**config.mk**
```make
export PLATFORM = sky130hd
export DESIGN_NAME = btmx_ctrl
export DESIGN_NICKNAME = d
export VERILOG_FILES = /design/src/design/btmx_pkg.sv /design/src/design/btmx_ctrl.sv
export SDC_FILE = /design/constraint.sdc
export NUM_CORES = 1
export LEC_CHECK = 0
export ABC_CLOCK_PERIOD_IN_PS = 1370
export BUFFER_PORTS_ARGS = -buffer_cell sky130_fd_sc_hd__buf_4
export CORE_AREA = 2 2 39 41
export DETAILED_ROUTE_END_ITERATION = 12
export DIE_AREA = 0 0 41 43
export GPL_TIMING_DRIVEN = 0
export PLACE_DENSITY = 0.38
export SLEW_MARGIN = 10
export SYNTH_ARGS = -nofsm -noshare
export SYNTH_HDL_FRONTEND = slang
export SYNTH_SLANG_ARGS = --single-unit
```
**constraint.sdc**
```tcl
create_clock -name clk_i -period 1.37 [get_ports clk_i]
set_input_delay 0.137 -clock clk_i [delete_from_list [all_inputs] [get_ports clk_i]]
set_output_delay 0.137 -clock clk_i [all_outputs]
set_load 0.005 [all_outputs]
```
**src/design/btmx_pkg.sv**
```systemverilog
// Package for the binary trie max-XOR unit: default sizes, controller states and the
// command/status structs between controller and datapath.
// No dependencies.
package btmx_pkg;

  localparam int unsigned KeyBitsDef   = 31;
  localparam int unsigned NodeCountDef = 65536;
  localparam int unsigned FieldW       = 31;

  typedef enum logic [2:0] {
    ST_IDLE,
    ST_INS_WALK,
    ST_INS_ALLOC,
    ST_QRY_WALK,
    ST_DONE
  } state_e;

  typedef struct packed {
    logic load;
    logic ins_walk;
    logic ins_alloc;
    logic qry_walk;
    logic finish;
  } cmd_t;

  typedef struct packed {
    logic ins_to_alloc;
    logic ins_to_qry;
    logic alloc_to_qry;
    logic qry_end;
  } sts_t;

endpackage

```
**src/design/btmx_ctrl.sv**
```systemverilog
// Controller for the binary trie max-XOR unit: sequences insert walk, node allocation,
// query walk and result strobe. Depends on btmx_pkg.
module btmx_ctrl (
  input  logic           clk_i,
  input  logic           rst_ni,
  input  logic           start,
  input  btmx_pkg::sts_t sts_i,
  output btmx_pkg::cmd_t cmd_o,
  output logic           busy,
  output logic           done_o
);
  import btmx_pkg::*;

  state_e state_q, state_d;

  always_ff @(posedge clk_i or negedge rst_ni) begin
    if (!rst_ni) begin
      state_q <= ST_IDLE;
    end else begin
      state_q <= state_d;
    end
  end

  always_comb begin
    state_d = state_q;
    unique case (state_q)
      ST_IDLE: begin
        if (start) state_d = ST_INS_WALK;
      end
      ST_INS_WALK: begin
        if (sts_i.ins_to_alloc) state_d = ST_INS_ALLOC;
        else if (sts_i.ins_to_qry) state_d = ST_QRY_WALK;
      end
      ST_INS_ALLOC: begin
        if (sts_i.alloc_to_qry) state_d = ST_QRY_WALK;
      end
      ST_QRY_WALK: begin
        if (sts_i.qry_end) state_d = ST_DONE;
      end
      ST_DONE: begin
        state_d = ST_IDLE;
      end
      default: begin
        state_d = ST_IDLE;
      end
    endcase
  end

  always_comb begin
    cmd_o  = '0;
    busy   = 1'b1;
    done_o = 1'b0;
    unique case (state_q)
      ST_IDLE: begin
        busy       = 1'b0;
        cmd_o.load = start;
      end
      ST_INS_WALK:  cmd_o.ins_walk  = 1'b1;
      ST_INS_ALLOC: cmd_o.ins_alloc = 1'b1;
      ST_QRY_WALK:  cmd_o.qry_walk  = 1'b1;
      ST_DONE: begin
        cmd_o.finish = 1'b1;
        done_o       = 1'b1;
      end
      default: begin
        busy = 1'b1;
      end
    endcase
  end

endmodule

```
==> impl_metrics.json <==
{
  "post-route-util_pct": 29.9,
  "dpl.hpwl_um": 446,
  "regArea_um2": 77.6,
  "async_reset_ff_share_pct": 100,
  "path_clk_slew_ps": 40,
  "final_nets": 53,
  "met1Wirelength_um": 250,
  "antenna_found_initial": 0,
  "relSlewSlack_pct": 85.3,
  "max_freq_mhz": 729,
  "dieArea_um2": 1760,
  "highest_layer": "met3",
  "cts_buffers": 3,
  "tightest_slew_ps": 221,
  "worstReg2RegStart": "state_q[1]",
  "hold_path.class": "input pin to flip-flop",
  "reg_top3": "state_q x3",
  "cts_tree": "done",
  "multi_input_area_um2": 115,
  "critPathLaunchType": "flip-flop",
  "largest_register": "state_q",
  "fin_cells": 61,
  "crit_chain": "or3_4 -> nor2_2 -> buf_4",
  "violations": "negative setup slack",
  "syn_area_um2": 195,
  "largest_register_ffs": 3,
  "area_growth_syn_to_layout_pct": 112,
  "peakVddDrop_v": 0.000624,
  "via_count": 233,
  "crit_end": "cmd_o[4]",
  "syn_nets": 28,
  "grt_pass1_wl_um": 952,
  "ys_top_cells_by_area": "dfrtp_1 38%, mux4_2 12%, nor3b_1 12%",
  "final.period_utilization_pct": 100,
  "post_synth.cell_area_avg_um2": 9.29,
  "drv_slew": 0,
  "worst_path_largest_cell_delay_ps": 420,
  "wl_met2_um": 323,
  "rows": 14,
  "synth_ff_type": "dfrtp_1",
  "n_antenna_cell": 0,
  "power_density_nw_per_um2": 2050,
  "clk_path_buf_depth": 2,
  "die_height_um": 43,
  "crit_family": "simple AND/OR/NAND/NOR gates",
  "grt_usage_pct": 8.87,
  "via_per_inst": 3.82,
  "reg2reg_slack_ps": 180,
  "synth_seq_cells": 3,
  "cp_data_arrival_time_ps": 1230,
  "synth_edf_count": 0,
  "cp.depth": 3,
  "core_area_um2": 1380,
  "worst_ep_required_time_ps": 1230,
  "place_congestion": 0.578,
  "wl_um": 656,
  "synth_top_area_share_pct": 38.5,
  "clk_latency_ps": 230,
  "drc": 0,
  "drt-initial-drc-count": 4,
  "numPortBuffers": 13,
  "ys_top_cells_by_count": "3 x dfrtp_1, 3 x nor3b_1",
  "wl_met3_um": 82,
  "postRouteAntennaNets": 0,
  "start_util_pct": 14.1,
  "end_kind": "output port",
  "setup_viol": 1,
  "first_pass_iters": 2,
  "worst-path-max-fanout": 4,
  "cap_viol_max_count": 0,
  "synthCells": 21,
  "h-tree-depth": 1,
  "worstSetupStartpoint": "state_q[1]",
  "grt_pass1_vias": 232,
  "cp_slowest_cell": "dfrtp_2",
  "dp_cells": 50,
  "die_w_um": 41,
  "seq_area_frac_synth_pct": 38.5,
  "finalHoldViolCount": 0,
  "path_buf_inv": 1,
  "synth_cell_type_count": 13,
  "outcome": "complete, but fails checks",
  "drive_above_1_share_pct": 68.9,
  "finalCriticalPeriod_ps": 1370,
  "yosys.area.top_type": "dfrtp_1",
  "fill_cells": 154,
  "yosysWarnings": 0,
  "grt.overflow.total": 0,
  "pin_count": 14,
  "rr_worst_depth": 3,
  "crit_type": "flip-flop to output port",
  "rsz0062_at_grt": "yes",
  "power.leakage_nw": 0.210,
  "cts-root-buf": "clkbuf_4",
  "cts.sinks": 3,
  "fin_setup_tns_ps": -1.01,
  "wl_per_cell_um": 10.8,
  "r2r-end": "state_q[0]",
  "grt_max_degree": 8,
  "fin_ws_ps": -1.01,
  "fin_skew_ps": 2.49
}
## what timing repair did
action,in CTS,in global routing
endpoints found under the setup margin,3,4
resized for setup,3,3
buffers inserted,5,1
hold buffers,1,0
pin swaps,3,1
hold endpoints to repair,3,0
## area by class of cell
class                      instances  area share [%]
timing repair buffer              20            36.9
sequential                         3            18.7
buffer                             2            3.63
clock buffer                       4            6.34
tap                               16            4.83
inverter                           2            1.81
multi-input combinational         14            27.8
## routing by layer
metal | vias to the layer above | track usage, %
li1 | 117 | -
met1 | 103 | 9.45
met2 | 13 | 11.9
met3 | 0 | 4.71
met4 | 0 | 8.00
met5 | - | 0
## cells in the final DEF, fill, tap and decap left out, drive strengths merged
| cell type | n |
|---|---|
| and3b | 1 |
| mux4 | 1 |
| nor3b | 3 |
| inv | 2 |
| clkbuf | 4 |
| buf | 21 |
| dlygate4sd3 | 1 |
| or2 | 1 |
| or3 | 1 |
| and2 | 1 |
| dfrtp | 3 |
| o21ai | 1 |
| nor2 | 2 |
| a21oi | 1 |
| nand2 | 2 |
## stage by stage
stage          hold WS, ps  worst slack, ps  total power [mW]  area [um2]
3_3_place_gp         -73.7              188             0.515         313
2_1_floorplan         -159              291             0.346         195
6_report               154            -1.01             0.850         414
3_5_place_dp         -71.0              177             0.517         313
4_1_cts                142            -34.6             0.819         394
5_1_grt                138            -57.9             0.926         414
## worst min path at each step
stage / start / end / slack [ps] / cells past startpoint
after floorplan: rst_ni / state_q[0] / -160 / 0
after global placement: rst_ni / state_q[1] / -70 / 1
after detailed placement: rst_ni / state_q[2] / -70 / 1
after CTS: sts_i[0] / state_q[2] / 140 / 2
after global routing: sts_i[0] / state_q[2] / 140 / 2
final: sts_i[0] / state_q[2] / 150 / 2
## cells by family after synthesis
kind of cell	share of synthesized area, %
flip-flops	38.5
AND/OR/NAND/NOR	33.3
multiplexers	11.5
AO/OA/AOI/OAI	5.12
buffers and inverters	11.5
## power by group
group | internal, mW | switching (mW) | total [mW]
clock | 0.109 | 0.0473 | 0.157
combinational | 0.340 | 0.167 | 0.507
sequential | 0.133 | 0.0541 | 0.187
total | 0.582 | 0.269 | 0.850
Note: power is estimated with default switching activity, not from simulation.
